<file path="src/gfp_pkg.sv">
`timescale 1ns / 1ps
// Shared types, character codes and lookup functions for the NMEA GGA/RMC parser.
package gfp_pkg;

  localparam int MFD_DEFAULT = 4;
  localparam int FRAC_W      = 17;
  localparam int INT_W       = 20;
  localparam int FIELD_W     = 5;
  localparam int FIFO_DEPTH  = 4;

  localparam logic [INT_W-1:0] INT_MAX = 20'hFFFFF;

  localparam logic [7:0] CH_DOLLAR = 8'h24;
  localparam logic [7:0] CH_STAR   = 8'h2A;
  localparam logic [7:0] CH_CR     = 8'h0D;
  localparam logic [7:0] CH_LF     = 8'h0A;
  localparam logic [7:0] CH_COMMA  = 8'h2C;
  localparam logic [7:0] CH_DOT    = 8'h2E;
  localparam logic [7:0] CH_MINUS  = 8'h2D;
  localparam logic [7:0] CH_ZERO   = 8'h30;
  localparam logic [7:0] CH_NINE   = 8'h39;
  localparam logic [7:0] CH_SPACE  = 8'h20;

  localparam logic [1:0] KIND_NONE = 2'b00;
  localparam logic [1:0] KIND_GGA  = 2'b01;
  localparam logic [1:0] KIND_RMC  = 2'b10;
  localparam logic [1:0] KIND_BOTH = 2'b11;

  localparam logic [FIELD_W-1:0] F_LAT    = 5'd2;
  localparam logic [FIELD_W-1:0] F_LATH   = 5'd3;
  localparam logic [FIELD_W-1:0] F_LON    = 5'd4;
  localparam logic [FIELD_W-1:0] F_LONH   = 5'd5;
  localparam logic [FIELD_W-1:0] F_FIX    = 5'd6;
  localparam logic [FIELD_W-1:0] F_SAT    = 5'd7;
  localparam logic [FIELD_W-1:0] F_COURSE = 5'd8;
  localparam logic [FIELD_W-1:0] F_ALT    = 5'd9;
  localparam logic [FIELD_W-1:0] F_MAX    = 5'd31;

  // field event from parser front to arithmetic back
  typedef struct packed {
    logic               clr;
    logic               commit;
    logic               emit;
    logic               rmc;
    logic [FIELD_W-1:0] field;
    logic [INT_W-1:0]   int_v;
    logic [FRAC_W-1:0]  frac;
    logic [2:0]         fdig;
    logic               neg;
    logic               hemi_ok;
    logic [7:0]         hemi;
  } gfp_ev_t;

  function automatic logic [7:0] hdr_gga(input logic [2:0] pos);
    case (pos)
      3'd0:    return 8'h47;
      3'd1:    return 8'h50;
      3'd2:    return 8'h47;
      3'd3:    return 8'h47;
      3'd4:    return 8'h41;
      default: return 8'h00;
    endcase
  endfunction

  function automatic logic [7:0] hdr_rmc(input logic [2:0] pos);
    case (pos)
      3'd0:    return 8'h47;
      3'd1:    return 8'h50;
      3'd2:    return 8'h52;
      3'd3:    return 8'h4D;
      3'd4:    return 8'h43;
      default: return 8'h00;
    endcase
  endfunction

  function automatic logic [FRAC_W-1:0] pow10(input logic [2:0] n);
    case (n)
      3'd0:    return 17'd1;
      3'd1:    return 17'd10;
      3'd2:    return 17'd100;
      3'd3:    return 17'd1000;
      3'd4:    return 17'd10000;
      3'd5:    return 17'd100000;
      default: return 17'd1;
    endcase
  endfunction

  // fractional digits kept for a field
  function automatic logic [2:0] frac_lim(input logic rmc, input logic [FIELD_W-1:0] field,
                                          input logic [2:0] mfd);
    if (rmc) return (field == F_COURSE) ? 3'd2 : 3'd0;
    if (field == F_LAT || field == F_LON) return mfd;
    if (field == F_ALT) return 3'd1;
    return 3'd0;
  endfunction

endpackage

</file>
<file path="src/gfp_fifo.sv">
`timescale 1ns / 1ps
// Small register FIFO between parser front and arithmetic back.
module gfp_fifo #(
  parameter int WIDTH = 8,
  parameter int DEPTH = 4
) (
  input  logic             clk,
  input  logic             rst_n,
  input  logic             push,
  input  logic [WIDTH-1:0] wdata,
  output logic             full,
  input  logic             pop,
  output logic             avail,
  output logic [WIDTH-1:0] rdata
);
  localparam int PW = (DEPTH > 1) ? $clog2(DEPTH) : 1;
  localparam int CW = $clog2(DEPTH + 1);

  logic [WIDTH-1:0] mem_r [DEPTH];
  logic [PW-1:0]    wp_r, rp_r;
  logic [CW-1:0]    cnt_r;

  assign full  = (cnt_r == CW'(DEPTH));
  assign avail = (cnt_r != '0);
  assign rdata = mem_r[rp_r];

  always_ff @(posedge clk) begin
    if (push) mem_r[wp_r] <= wdata;
  end

  always_ff @(posedge clk) begin
    if (!rst_n) begin
      wp_r  <= '0;
      rp_r  <= '0;
      cnt_r <= '0;
    end else begin
      if (push) wp_r <= (wp_r == PW'(DEPTH - 1)) ? '0 : wp_r + 1'b1;
      if (pop)  rp_r <= (rp_r == PW'(DEPTH - 1)) ? '0 : rp_r + 1'b1;
      cnt_r <= cnt_r + CW'(push) - CW'(pop);
    end
  end
endmodule

</file>
<file path="src/gfp_front.sv">
`timescale 1ns / 1ps
// Character parser: header match, field counting and digit accumulation.
module gfp_front
  import gfp_pkg::*;
#(
  parameter int MINUTE_FRAC_DIGITS = MFD_DEFAULT
) (
  input  logic       clk,
  input  logic       rst_n,
  input  logic       acc,
  input  logic [7:0] ch,
  output logic       ev_push,
  output gfp_ev_t    ev
);
  localparam logic [2:0] MFD = 3'(MINUTE_FRAC_DIGITS);

  logic               ins_r, ins_nxt;
  logic [2:0]         hp_r, hp_nxt;
  logic [1:0]         kf_r, kf_nxt;
  logic [FIELD_W-1:0] fi_r, fi_nxt;
  logic [3:0]         cif_r, cif_nxt;
  logic [INT_W-1:0]   int_r, int_nxt;
  logic [FRAC_W-1:0]  frac_r, frac_nxt;
  logic [2:0]         fd_r, fd_nxt;
  logic               neg_r, neg_nxt;
  logic               pt_r, pt_nxt;
  logic [7:0]         fc_r, fc_nxt;

  logic               rmc;
  logic [3:0]         dig;
  logic [23:0]        iv;
  logic [1:0]         kf_t;

  assign rmc = (kf_r == KIND_RMC);
  assign dig = 4'(ch - CH_ZERO);
  assign iv  = 24'(int_r) * 24'd10 + 24'(dig);

  always_comb begin
    ins_nxt  = ins_r;
    hp_nxt   = hp_r;
    kf_nxt   = kf_r;
    fi_nxt   = fi_r;
    cif_nxt  = cif_r;
    int_nxt  = int_r;
    frac_nxt = frac_r;
    fd_nxt   = fd_r;
    neg_nxt  = neg_r;
    pt_nxt   = pt_r;
    fc_nxt   = fc_r;
    kf_t     = kf_r;
    ev.clr     = 1'b0;
    ev.commit  = 1'b0;
    ev.emit    = 1'b0;
    ev.rmc     = rmc;
    ev.field   = fi_r;
    ev.int_v   = int_r;
    ev.frac    = frac_r;
    ev.fdig    = fd_r;
    ev.neg     = neg_r;
    ev.hemi_ok = (cif_r != '0);
    ev.hemi    = fc_r;
    if (acc) begin
      if (ch == CH_DOLLAR) begin
        ev.clr  = 1'b1;
        ins_nxt = 1'b1;
        hp_nxt  = '0;
        kf_nxt  = KIND_BOTH;
        fi_nxt  = '0;
        cif_nxt = '0; int_nxt = '0; frac_nxt = '0; fd_nxt = '0; neg_nxt = 1'b0; pt_nxt = 1'b0;
      end else if (ins_r) begin
        if (ch == CH_STAR || ch == CH_CR || ch == CH_LF) begin
          ins_nxt = 1'b0;
          if (fi_r != '0) begin
            ev.commit = 1'b1;
            ev.emit   = 1'b1;
          end
        end else if (fi_r == '0) begin
          if (ch == CH_COMMA) begin
            if (hp_r == 3'd5 && (kf_r == KIND_GGA || kf_r == KIND_RMC)) begin
              fi_nxt  = 5'd1;
              cif_nxt = '0; int_nxt = '0; frac_nxt = '0; fd_nxt = '0;
              neg_nxt = 1'b0; pt_nxt = 1'b0;
            end else begin
              ins_nxt = 1'b0;
            end
          end else if (hp_r >= 3'd5) begin
            ins_nxt = 1'b0;
          end else begin
            if (ch != hdr_gga(hp_r)) kf_t[0] = 1'b0;
            if (ch != hdr_rmc(hp_r)) kf_t[1] = 1'b0;
            kf_nxt = kf_t;
            hp_nxt = hp_r + 3'd1;
            if (kf_t == KIND_NONE) ins_nxt = 1'b0;
          end
        end else if (ch == CH_COMMA) begin
          ev.commit = 1'b1;
          if (fi_r != F_MAX) fi_nxt = fi_r + 5'd1;
          cif_nxt = '0; int_nxt = '0; frac_nxt = '0; fd_nxt = '0; neg_nxt = 1'b0; pt_nxt = 1'b0;
        end else begin
          if (cif_r == '0) fc_nxt = ch;
          if (ch == CH_MINUS && cif_r == '0) begin
            neg_nxt = 1'b1;
          end else if (ch == CH_DOT) begin
            pt_nxt = 1'b1;
          end else if (ch >= CH_ZERO && ch <= CH_NINE) begin
            if (!pt_r) begin
              int_nxt = (int_r > INT_W'(INT_MAX / 10) || iv > 24'(INT_MAX)) ? INT_MAX
                                                                              : iv[INT_W-1:0];
            end else if (fd_r < frac_lim(rmc, fi_r, MFD)) begin
              frac_nxt = FRAC_W'(frac_r * FRAC_W'(10)) + FRAC_W'(dig);
              fd_nxt   = fd_r + 3'd1;
            end
          end
          if (cif_r != 4'd15) cif_nxt = cif_r + 4'd1;
        end
      end
    end
  end

  assign ev_push = ev.clr | ev.commit | ev.emit;

  always_ff @(posedge clk) begin
    if (!rst_n) begin
      ins_r  <= 1'b0;
      hp_r   <= '0;
      kf_r   <= KIND_NONE;
      fi_r   <= '0;
      cif_r  <= '0;
      int_r  <= '0;
      frac_r <= '0;
      fd_r   <= '0;
      neg_r  <= 1'b0;
      pt_r   <= 1'b0;
      fc_r   <= CH_SPACE;
    end else begin
      ins_r  <= ins_nxt;
      hp_r   <= hp_nxt;
      kf_r   <= kf_nxt;
      fi_r   <= fi_nxt;
      cif_r  <= cif_nxt;
      int_r  <= int_nxt;
      frac_r <= frac_nxt;
      fd_r   <= fd_nxt;
      neg_r  <= neg_nxt;
      pt_r   <= pt_nxt;
      fc_r   <= fc_nxt;
    end
  end
endmodule

</file>
<file path="src/gfp_back.sv">
`timescale 1ns / 1ps
// Field conversion pipeline, result holds and output register.
module gfp_back
  import gfp_pkg::*;
#(
  parameter int MINUTE_FRAC_DIGITS = MFD_DEFAULT
) (
  input  logic          clk,
  input  logic          rst_n,
  input  logic          ev_avail,
  input  gfp_ev_t       ev,
  output logic          ev_pop,
  output logic          out_tvalid,
  input  logic          out_tready,
  output logic [127:0]  out_tdata,
  output logic          out_tuser
);
  localparam logic [2:0]  MFD    = 3'(MINUTE_FRAC_DIGITS);
  localparam logic [23:0] SCALE  = 24'(10 ** MINUTE_FRAC_DIGITS);
  localparam logic [29:0] SCALE7 = 30'(10 ** (7 - MINUTE_FRAC_DIGITS));
  localparam logic [19:0] M25    = 20'd671089;     // ceil(2^24/25)
  localparam logic [28:0] M15    = 29'd286331154;  // ceil(2^32/15)
  localparam logic [32:0] LAT_MAX = 33'd900000000;
  localparam logic [32:0] LON_MAX = 33'd1800000000;

  logic en;

  // stage 1
  logic          v1_r;
  gfp_ev_t       e1_r;
  logic [37:0]   q1_r;
  logic [FRAC_W-1:0] fs1_r;
  // stage 2
  logic          v2_r;
  gfp_ev_t       e2_r;
  logic [7:0]    deg2_r;
  logic          big2_r;
  logic [23:0]   min2_r;
  logic [3:0]    fix2_r;
  logic [6:0]    sat2_r;
  logic [20:0]   alt2_r;
  logic [15:0]   crs2_r;
  // stage 3
  logic          v3_r;
  gfp_ev_t       e3_r;
  logic          big3_r;
  logic [29:0]   x3_r;
  logic [31:0]   d7_3_r;
  logic [3:0]    fix3_r;
  logic [6:0]    sat3_r;
  logic [20:0]   alt3_r;
  logic [15:0]   crs3_r;
  // stage 4
  logic          v4_r;
  gfp_ev_t       e4_r;
  logic          big4_r;
  logic [56:0]   p4_r;
  logic [31:0]   d7_4_r;
  logic [3:0]    fix4_r;
  logic [6:0]    sat4_r;
  logic [20:0]   alt4_r;
  logic [15:0]   crs4_r;

  // holds
  logic [29:0] lat_r, lat_nxt;
  logic [30:0] lon_r, lon_nxt;
  logic [7:0]  lath_r, lath_nxt, lonh_r, lonh_nxt;
  logic [3:0]  fix_r, fix_nxt;
  logic [6:0]  sat_r, sat_nxt;
  logic [20:0] alt_r, alt_nxt;
  logic [15:0] crs_r, crs_nxt;
  logic        ov_r;

  logic [FRAC_W-1:0] fs_c;
  logic [13:0]       deg_c;
  logic [19:0]       mm_full;
  logic [23:0]       altv_c;
  logic [26:0]       crsv_c;
  logic [32:0]       sum_c, lat_c, lon_c;

  assign en     = !(ov_r && !out_tready);
  assign ev_pop = en && ev_avail;

  assign fs_c = FRAC_W'(ev.frac * pow10(frac_lim(ev.rmc, ev.field, MFD) - ev.fdig));

  assign deg_c   = q1_r[37:24];
  assign mm_full = e1_r.int_v - 20'(deg_c * 14'd100);
  assign altv_c  = 24'(e1_r.int_v) * 24'd10 + 24'(fs1_r);
  assign crsv_c  = 27'(e1_r.int_v) * 27'd100 + 27'(fs1_r);

  assign sum_c = 33'(d7_4_r) + 33'(p4_r[56:32]);
  assign lat_c = (big4_r || sum_c > LAT_MAX) ? LAT_MAX : sum_c;
  assign lon_c = (big4_r || sum_c > LON_MAX) ? LON_MAX : sum_c;

  always_ff @(posedge clk) begin
    if (en) begin
      e1_r   <= ev;
      q1_r   <= 38'(ev.int_v[19:2]) * 38'(M25);
      fs1_r  <= fs_c;

      e2_r   <= e1_r;
      deg2_r <= deg_c[7:0];
      big2_r <= (deg_c > 14'd255);
      min2_r <= 24'(mm_full[6:0]) * SCALE + 24'(fs1_r);
      fix2_r <= (e1_r.int_v > 20'd9) ? 4'd9 : e1_r.int_v[3:0];
      sat2_r <= (e1_r.int_v > 20'd99) ? 7'd99 : e1_r.int_v[6:0];
      if (e1_r.neg) alt2_r <= (altv_c > 24'd99999) ? -21'sd99999 : 21'(-altv_c);
      else          alt2_r <= (altv_c > 24'd999999) ? 21'd999999 : altv_c[20:0];
      crs2_r <= (crsv_c > 27'd36000) ? 16'd36000 : crsv_c[15:0];

      e3_r   <= e2_r;
      big3_r <= big2_r;
      x3_r   <= 30'(min2_r) * SCALE7;
      d7_3_r <= 32'(deg2_r) * 32'd10000000;
      fix3_r <= fix2_r; sat3_r <= sat2_r; alt3_r <= alt2_r; crs3_r <= crs2_r;

      e4_r   <= e3_r;
      big4_r <= big3_r;
      p4_r   <= 57'(x3_r[29:2]) * 57'(M15);
      d7_4_r <= d7_3_r;
      fix4_r <= fix3_r; sat4_r <= sat3_r; alt4_r <= alt3_r; crs4_r <= crs3_r;
    end
  end

  always_comb begin
    lat_nxt  = lat_r;
    lon_nxt  = lon_r;
    lath_nxt = lath_r;
    lonh_nxt = lonh_r;
    fix_nxt  = fix_r;
    sat_nxt  = sat_r;
    alt_nxt  = alt_r;
    crs_nxt  = crs_r;
    if (v4_r) begin
      if (e4_r.clr) begin
        lat_nxt = '0; lon_nxt = '0; lath_nxt = CH_SPACE; lonh_nxt = CH_SPACE;
        fix_nxt = '0; sat_nxt = '0; alt_nxt = '0; crs_nxt = '0;
      end else if (e4_r.commit) begin
        if (e4_r.rmc) begin
          if (e4_r.field == F_COURSE) crs_nxt = crs4_r;
        end else begin
          case (e4_r.field)
            F_LAT:   lat_nxt = lat_c[29:0];
            F_LATH:  if (e4_r.hemi_ok) lath_nxt = e4_r.hemi;
            F_LON:   lon_nxt = lon_c[30:0];
            F_LONH:  if (e4_r.hemi_ok) lonh_nxt = e4_r.hemi;
            F_FIX:   fix_nxt = fix4_r;
            F_SAT:   sat_nxt = sat4_r;
            F_ALT:   alt_nxt = alt4_r;
            default: ;
          endcase
        end
      end
    end
  end

  always_ff @(posedge clk) begin
    if (!rst_n) begin
      v1_r <= 1'b0; v2_r <= 1'b0; v3_r <= 1'b0; v4_r <= 1'b0;
      ov_r <= 1'b0;
      lat_r <= '0; lon_r <= '0; lath_r <= CH_SPACE; lonh_r <= CH_SPACE;
      fix_r <= '0; sat_r <= '0; alt_r <= '0; crs_r <= '0;
    end else begin
      if (en) begin
        v1_r <= ev_pop;
        v2_r <= v1_r;
        v3_r <= v2_r;
        v4_r <= v3_r;
        lat_r <= lat_nxt; lon_r <= lon_nxt; lath_r <= lath_nxt; lonh_r <= lonh_nxt;
        fix_r <= fix_nxt; sat_r <= sat_nxt; alt_r <= alt_nxt; crs_r <= crs_nxt;
        ov_r <= v4_r && e4_r.emit;
      end
    end
  end

  always_ff @(posedge clk) begin
    if (en && v4_r && e4_r.emit) begin
      out_tuser <= e4_r.rmc;
      out_tdata <= {3'b000, crs_nxt, alt_nxt, sat_nxt, fix_nxt, lonh_nxt, lon_nxt,
                    lath_nxt, lat_nxt};
    end
  end

  assign out_tvalid = ov_r;
endmodule

</file>
<file path="src/nmea_gga_rmc_field_parser.sv">
`timescale 1ns / 1ps
// NMEA 0183 GGA/RMC field parser: one character per cycle, one result per sentence.
// Throughput: one character accepted every cycle; a request waits only when the event
// FIFO fills behind a stalled result. The terminating character's event passes through the event
// FIFO, the 4-stage conversion pipeline and the output register before out_tvalid rises.
// Reset (rst_n low, synchronous) clears parser state, holds and the output valid.
module nmea_gga_rmc_field_parser
  import gfp_pkg::*;
#(
  parameter int MINUTE_FRAC_DIGITS = MFD_DEFAULT
) (
  input  logic         clk,
  input  logic         rst_n,
  input  logic         in_tvalid,
  output logic         in_tready,
  input  logic [7:0]   in_tdata,   // char_in
  output logic         out_tvalid,
  input  logic         out_tready,
  output logic [127:0] out_tdata,  // lat_e7, lat_hemi, lon_e7, lon_hemi, fix_quality,
                                   // sat_count, alt_dm, course_cdeg, zero pad
  output logic         out_tuser   // sentence_kind
);
  localparam int EV_W = $bits(gfp_ev_t);

  logic    full, avail, push, pop;
  gfp_ev_t ev_w, ev_r;
  logic [EV_W-1:0] rd;

  assign in_tready = !full;
  assign ev_r      = gfp_ev_t'(rd);

  gfp_front #(.MINUTE_FRAC_DIGITS(MINUTE_FRAC_DIGITS)) u_front (
    .clk     (clk),
    .rst_n   (rst_n),
    .acc     (in_tvalid && in_tready),
    .ch      (in_tdata),
    .ev_push (push),
    .ev      (ev_w)
  );

  gfp_fifo #(.WIDTH(EV_W), .DEPTH(FIFO_DEPTH)) u_fifo (
    .clk   (clk),
    .rst_n (rst_n),
    .push  (push),
    .wdata (ev_w),
    .full  (full),
    .pop   (pop),
    .avail (avail),
    .rdata (rd)
  );

  gfp_back #(.MINUTE_FRAC_DIGITS(MINUTE_FRAC_DIGITS)) u_back (
    .clk        (clk),
    .rst_n      (rst_n),
    .ev_avail   (avail),
    .ev         (ev_r),
    .ev_pop     (pop),
    .out_tvalid (out_tvalid),
    .out_tready (out_tready),
    .out_tdata  (out_tdata),
    .out_tuser  (out_tuser)
  );
endmodule
</file>
<file path="config.mk">
export PLATFORM = sky130hd
export DESIGN_NAME = nmea_gga_rmc_field_parser
export DESIGN_NICKNAME = d
export VERILOG_FILES = /design/src/gfp_pkg.sv /design/src/gfp_fifo.sv /design/src/gfp_front.sv /design/src/gfp_back.sv /design/src/nmea_gga_rmc_field_parser.sv
export SDC_FILE = /design/constraint.sdc
export NUM_CORES = 2
export LEC_CHECK = 0
export BUFFER_PORTS_ARGS = -buffer_cell sky130_fd_sc_hd__clkbuf_2
export CAP_MARGIN = 40
export CORE_MARGIN = 4
export CORE_UTILIZATION = 35
export CTS_CLUSTER_DIAMETER = 200
export DETAILED_ROUTE_END_ITERATION = 8
export GPL_TIMING_DRIVEN = 0
export PLACE_DENSITY_LB_ADDON = 0.1
export SYNTH_ARGS = -nofsm -noshare
export SYNTH_HDL_FRONTEND = slang
export SYNTH_HIERARCHICAL = 1
export SYNTH_SLANG_ARGS = --single-unit
</file>
<file path="constraint.sdc">
create_clock -name clk -period 13.9 [get_ports clk]
set_clock_uncertainty 0.1 [all_clocks]
set_input_delay 0.695 -clock clk [delete_from_list [all_inputs] [get_ports clk]]
set_output_delay 0.695 -clock clk [all_outputs]
set_load 0.01 [all_outputs]
</file>
; Word-level counts from Yosys, hierarchy flattened
; Memory sizes are Yosys's and may differ from the RTL's. A register that Yosys moved wholly into a read port is not among the register bits.
; Index checks and enable logic that the tools add are counted.
[word_totals]
reg_bits = 787
mem_count = 1
ram_bits = 236
word_cells = 476
in_bits = 12
out_inout_bits = 131
[mem_list]
columns = name, depth, word_bits, read_ports, rd_clocked_by_memory_dff, write_ports, line
row1 = u_fifo.mem_r, 4, 59, 1, 1, 1, gfp_fifo.sv:19  ; logic [WIDTH-1:0] mem_r [DEPTH];
[op_classes]
n_reduce_logical = 46
n_lt_le_gt_ge = 14
n_eq_ne = 50
n_bitwise = 6
muxes = 248
multipliers = 11
add_sub_neg = 18
[ops]
columns = operator, n
row1 = $mux 20, 12
row2 = $mux 8, 26
row3 = $mux 17, 12
row4 = $mux 31, 6
row5 = $mux 30, 6
row6 = $mux 21, 8
row7 = $mux 3, 41
row8 = $mux 1, 88
row9 = $pmux 17 s5, 1
row10 = $mux 16, 5
row11 = $mul 27x28->55 const B, 1
row12 = $mux 4, 13
row13 = $gt 24x20->1 const B, 2
row14 = $mul 20x3->23 const B, 2
row15 = $eq 8x6->1 const B, 5
row16 = $mux 5, 8
row17 = $mul 18x20->38 const B, 1
row18 = $mux 7, 5
row19 = $pmux 7 s5, 1
row20 = $add 32x25->33, 1
row21 = $gt 33x30->1 const B, 1
row22 = $gt 33x31->1 const B, 1
row23 = $eq 5x3->1 const B, 6
row24 = $eq 5x4->1 const B, 6
row25 = other kinds (66), 135

; Depth between registers and ports, before layout
[logic_depth]
ltp_word = 59
depth_mapped = 35
ltp_nobuf = 32

; Cells and area by module
; The synthesis kept the hierarchy.
[by_module_without_submodules]
columns = mod, n_inst, seq_area_each_um2, cells_each, area_per_inst_um2
row1 = gfp_back, 1, 18487.7, 4699, 51839.7
row2 = gfp_fifo, 1, 7267.0, 353, 8986.1
row3 = gfp_front, 1, 1301.2, 708, 5863.1
row4 = nmea_gga_rmc_field_parser, 1, 0.0, 2, 10.0

; Least setup slack after synthesis
; OpenSTA, ideal clock, no wires.
[synth_timing]
path_kind = input-to-reg
from = in out_tready
to = reg u_back.lat_r[28]
arrival_time_ps = 12476
setup_time_ps = 581
path_buffers = 2
cell_stages = 5
path_slack_ps = 743
required_time_ps = 13219
path_cell_list = nor2b_1 -> clkbuf_1 -> inv_2 -> clkbuf_1 -> a21oi_1
[synth_between]
elab_chain_len = 2
[synth_rtl]
columns = item, line
row1 = from (decl), nmea_gga_rmc_field_parser.sv:18  ; input logic out_tready,
row2 = $logic_not 1->1, gfp_back.sv:81  ; assign en = !(ov_r && !out_tready);
row3 = $logic_and 1x1->1, gfp_back.sv:81
row4 = to (signal assigned), gfp_back.sv:169  ; lat_r <= lat_nxt; lon_r <= lon_nxt; lath_r <= lath_nxt; lonh_r <= lonh_nxt;
row5 = to (decl), gfp_back.sv:65  ; logic [29:0] lat_r, lat_nxt;
; Every way passes these cells.
; A chain may end at the register's enable or synchronous reset.

==> impl_metrics.env <==
export IMPL_outcome="finished clean"
export IMPL_rows=159
export IMPL_holdCritPathClass="primary input to register"
export IMPL_gp_congestion=0.8399
export IMPL_grt_max_degree=64
export IMPL_synthArstFlopShare=0
export IMPL_critPathMaxFanout=10
export IMPL_ys_flop_type="edfxtp_1"
export IMPL_worstMarginPinSlew_ns=0.8905
export IMPL_syn2layout_area_growth_pct=12.61
export IMPL_slew_violations=0
export IMPL_die_h_um=444.5
export IMPL_totalWireLength_um=169400
export IMPL_fillCellCount=18230
export IMPL_final_antenna_net_count=0
export IMPL_setup_violations=0
export IMPL_die_w_um=444.5
export IMPL_max_clock_freq_ghz=0.09994
export IMPL_grt_pass1_vias=44320
export IMPL_final_common_cell="ha_1"
export IMPL_io_buffers=138
export IMPL_finalCritPeriodShare=0.7198
export IMPL_root_buffer="clkbuf_16"
export IMPL_seq_area_um2=27060
export IMPL_final_cell_mix="ha_1 (817), edfxtp_1 (765), inv_1 (751)"
export IMPL_syn_inst=5762
export IMPL_drive_gt1_frac=0.08867
export IMPL_num_nets_final=7317
export IMPL_synth_edf_count=765
export IMPL_fin_util=0.3983
export IMPL_synth_seq_cells=969
export IMPL_hpwl_um=134900
export IMPL_cts_tree="built"
export IMPL_synth_area_per_cell_um2=11.58
export IMPL_post_cts_buffers=0
export IMPL_setup_worst_path_end_class="register"
export IMPL_cts_resized=0
export IMPL_drt_initial_drc_count=1985
export IMPL_period_minus_slack_ns=10.01
export IMPL_holdBufCountCts=0
export IMPL_grt_remaining_overflow=0
export IMPL_worst_path_most_repeated_cell="xnor2_1"
export IMPL_design_core_area_um2=188600
export IMPL_worst_ep_required_time_ns=14.24
export IMPL_max_slew_margin=0.4037
export IMPL_cts_htree_levels=3
export IMPL_ys_seq_area_frac=0.4056
export IMPL_wl_per_cell_um=19.57
export IMPL_dieArea_um2=197600
export IMPL_clkSinkCount=969
export IMPL_clk_pin_slew_worst_paths_ns=0.06
export IMPL_clk_latency_ns=0.78
export IMPL_gr_usage_all_layers=0.1726
export IMPL_yosysUniqueCellTypes=112
export IMPL_hold_viol_final=0
export IMPL_path_class="register to register"
export IMPL_synth_warnings=6
export IMPL_drt_vias_per_instance=4.946
export IMPL_rsz0062_at_grt="no"
export IMPL_slowest_stage="xnor2_1"
export IMPL_multiInputGateArea_um2=36200
export IMPL_grt_pass1_wl_um=266300
export IMPL_netlist_area_um2=66700
export IMPL_drt_pass1_iterations=7
export IMPL_vias=42820
export IMPL_max_stage_delay_ns=0.60
export IMPL_antenna_found_initial=2
export IMPL_worstSetupStartpointType="register"
export IMPL_cts_buffer_depth=3
export IMPL_ios=143
export IMPL_maxCapViolCount=0
export IMPL_crit_arrival_ns=10.35
export IMPL_drc=0
export IMPL_cts_made_buffers=112
export IMPL_initial_core_util=0.3537
## cell usage after synthesis, types with 80 or more instances
cell,instances,area share
ha_1,817,0.15
edfxtp_1,765,0.34
inv_1,751,0.042
fa_1,430,0.13
nand2_1,374,0.021
nor2_1,344,0.019
a21oi_1,272,0.020
dfxtp_1,204,0.061
xnor2_1,166,0.022
o21ai_0,153,0.011
nor3_1,107,0.0080
clkbuf_1,89,0.0050
mux2i_1,83,0.012
xor2_1,80,0.011
## routing by layer
metal / global-route usage / share of wire / up-vias
met5: 0 / 0 / -
li1: - / - / 21020
met4: 0.03737 / 0.018 / 0
met2: 0.3021 / 0.49 / 548
met3: 0.01898 / 0.028 / 177
met1: 0.2308 / 0.46 / 21080
## sequential cells by signal, summed over array words and instances (netlist names), 20 cells and up, named ones only
name / count
u_back/alt2_r: 21
u_back/alt3_r: 21
u_back/alt4_r: 21
u_back/alt_r: 21
u_back/d7_3_r: 25
u_back/d7_4_r: 25
u_back/e1_r: 39
u_back/lat_r: 30
u_back/lon_r: 31
u_back/min2_r: 22
u_back/out_tdata: 125
u_back/p4_r: 25
u_back/x3_r: 27
u_fifo/mem_r: 236
u_front/int_r: 20
## final timing paths
check / slack, ns / from / end / depth (start not counted)
worst max-delay path: 3.89 / register / u_back/fs1_r[16]$_DFFE_PN_ / 31
worst min-delay path: 0.20 / in_tdata[7] / u_front/fc_r[7]$_SDFFE_PN0P_ / 3
worst max register to register: 3.89 / register / u_back/fs1_r[16]$_DFFE_PN_ / 31
worst min register to register: 0.27 / u_back/fix3_r[2]$_DFFE_PN_ / u_back/fix4_r[2]$_DFFE_PN_ / 0
## cells by family (layout without fill, tap and decap cells)
family,Yosys count,in the layout,synth area share
xor+xnor,247,247,0.03266
other cells,1,7,0.00005622
mux,149,149,0.03362
fa+ha+maj,1247,1247,0.2823
compound gates,969,969,0.1000
buf+inv,893,1287,0.05215
flops,969,969,0.4056
simple gates,1287,1287,0.09351
## worst max-delay path: cells and delay by family, from the launching register on
kind                     cells  cell delay (ns)
AND/OR/NAND/NOR              4             1.10
XOR/XNOR                    11             2.47
buffers and inverters        7             1.85
multiplexers                 1             0.51
adder cells (fa/ha/maj)      8             3.33
flip-flops                   1             0.30
## cell type report
class / count / area share
flip-flops and latches: 969 / 0.3602
repair buffers: 180 / 0.01796
diodes: 4 / 0.0001333
well taps: 2495 / 0.04156
multi-input cells: 3902 / 0.4819
clock inverters: 75 / 0.01263
inverters: 755 / 0.03773
plain buffers: 138 / 0.008629
clock buffers: 139 / 0.03921
## through the flow
stage               setup WS, ns  hold WS [ns]  setup TNS, ns  instance area, um^2  cells
floorplan                 0.7426        0.3003              0                66710   5764
global placement          -5.528        0.3008       -2216.47                70520   8397
detailed placement         3.814        0.3045              0                71200   8439
CTS                        3.761        0.1092              0                75100   8653
global route               3.348        0.1439              0                75100   8653
finish                     3.894        0.1959              0                75110   8657
Power is left out: the tool's default activity adds up to more than one toggle a clock period on the data nets, which glitch-free logic cannot reach.
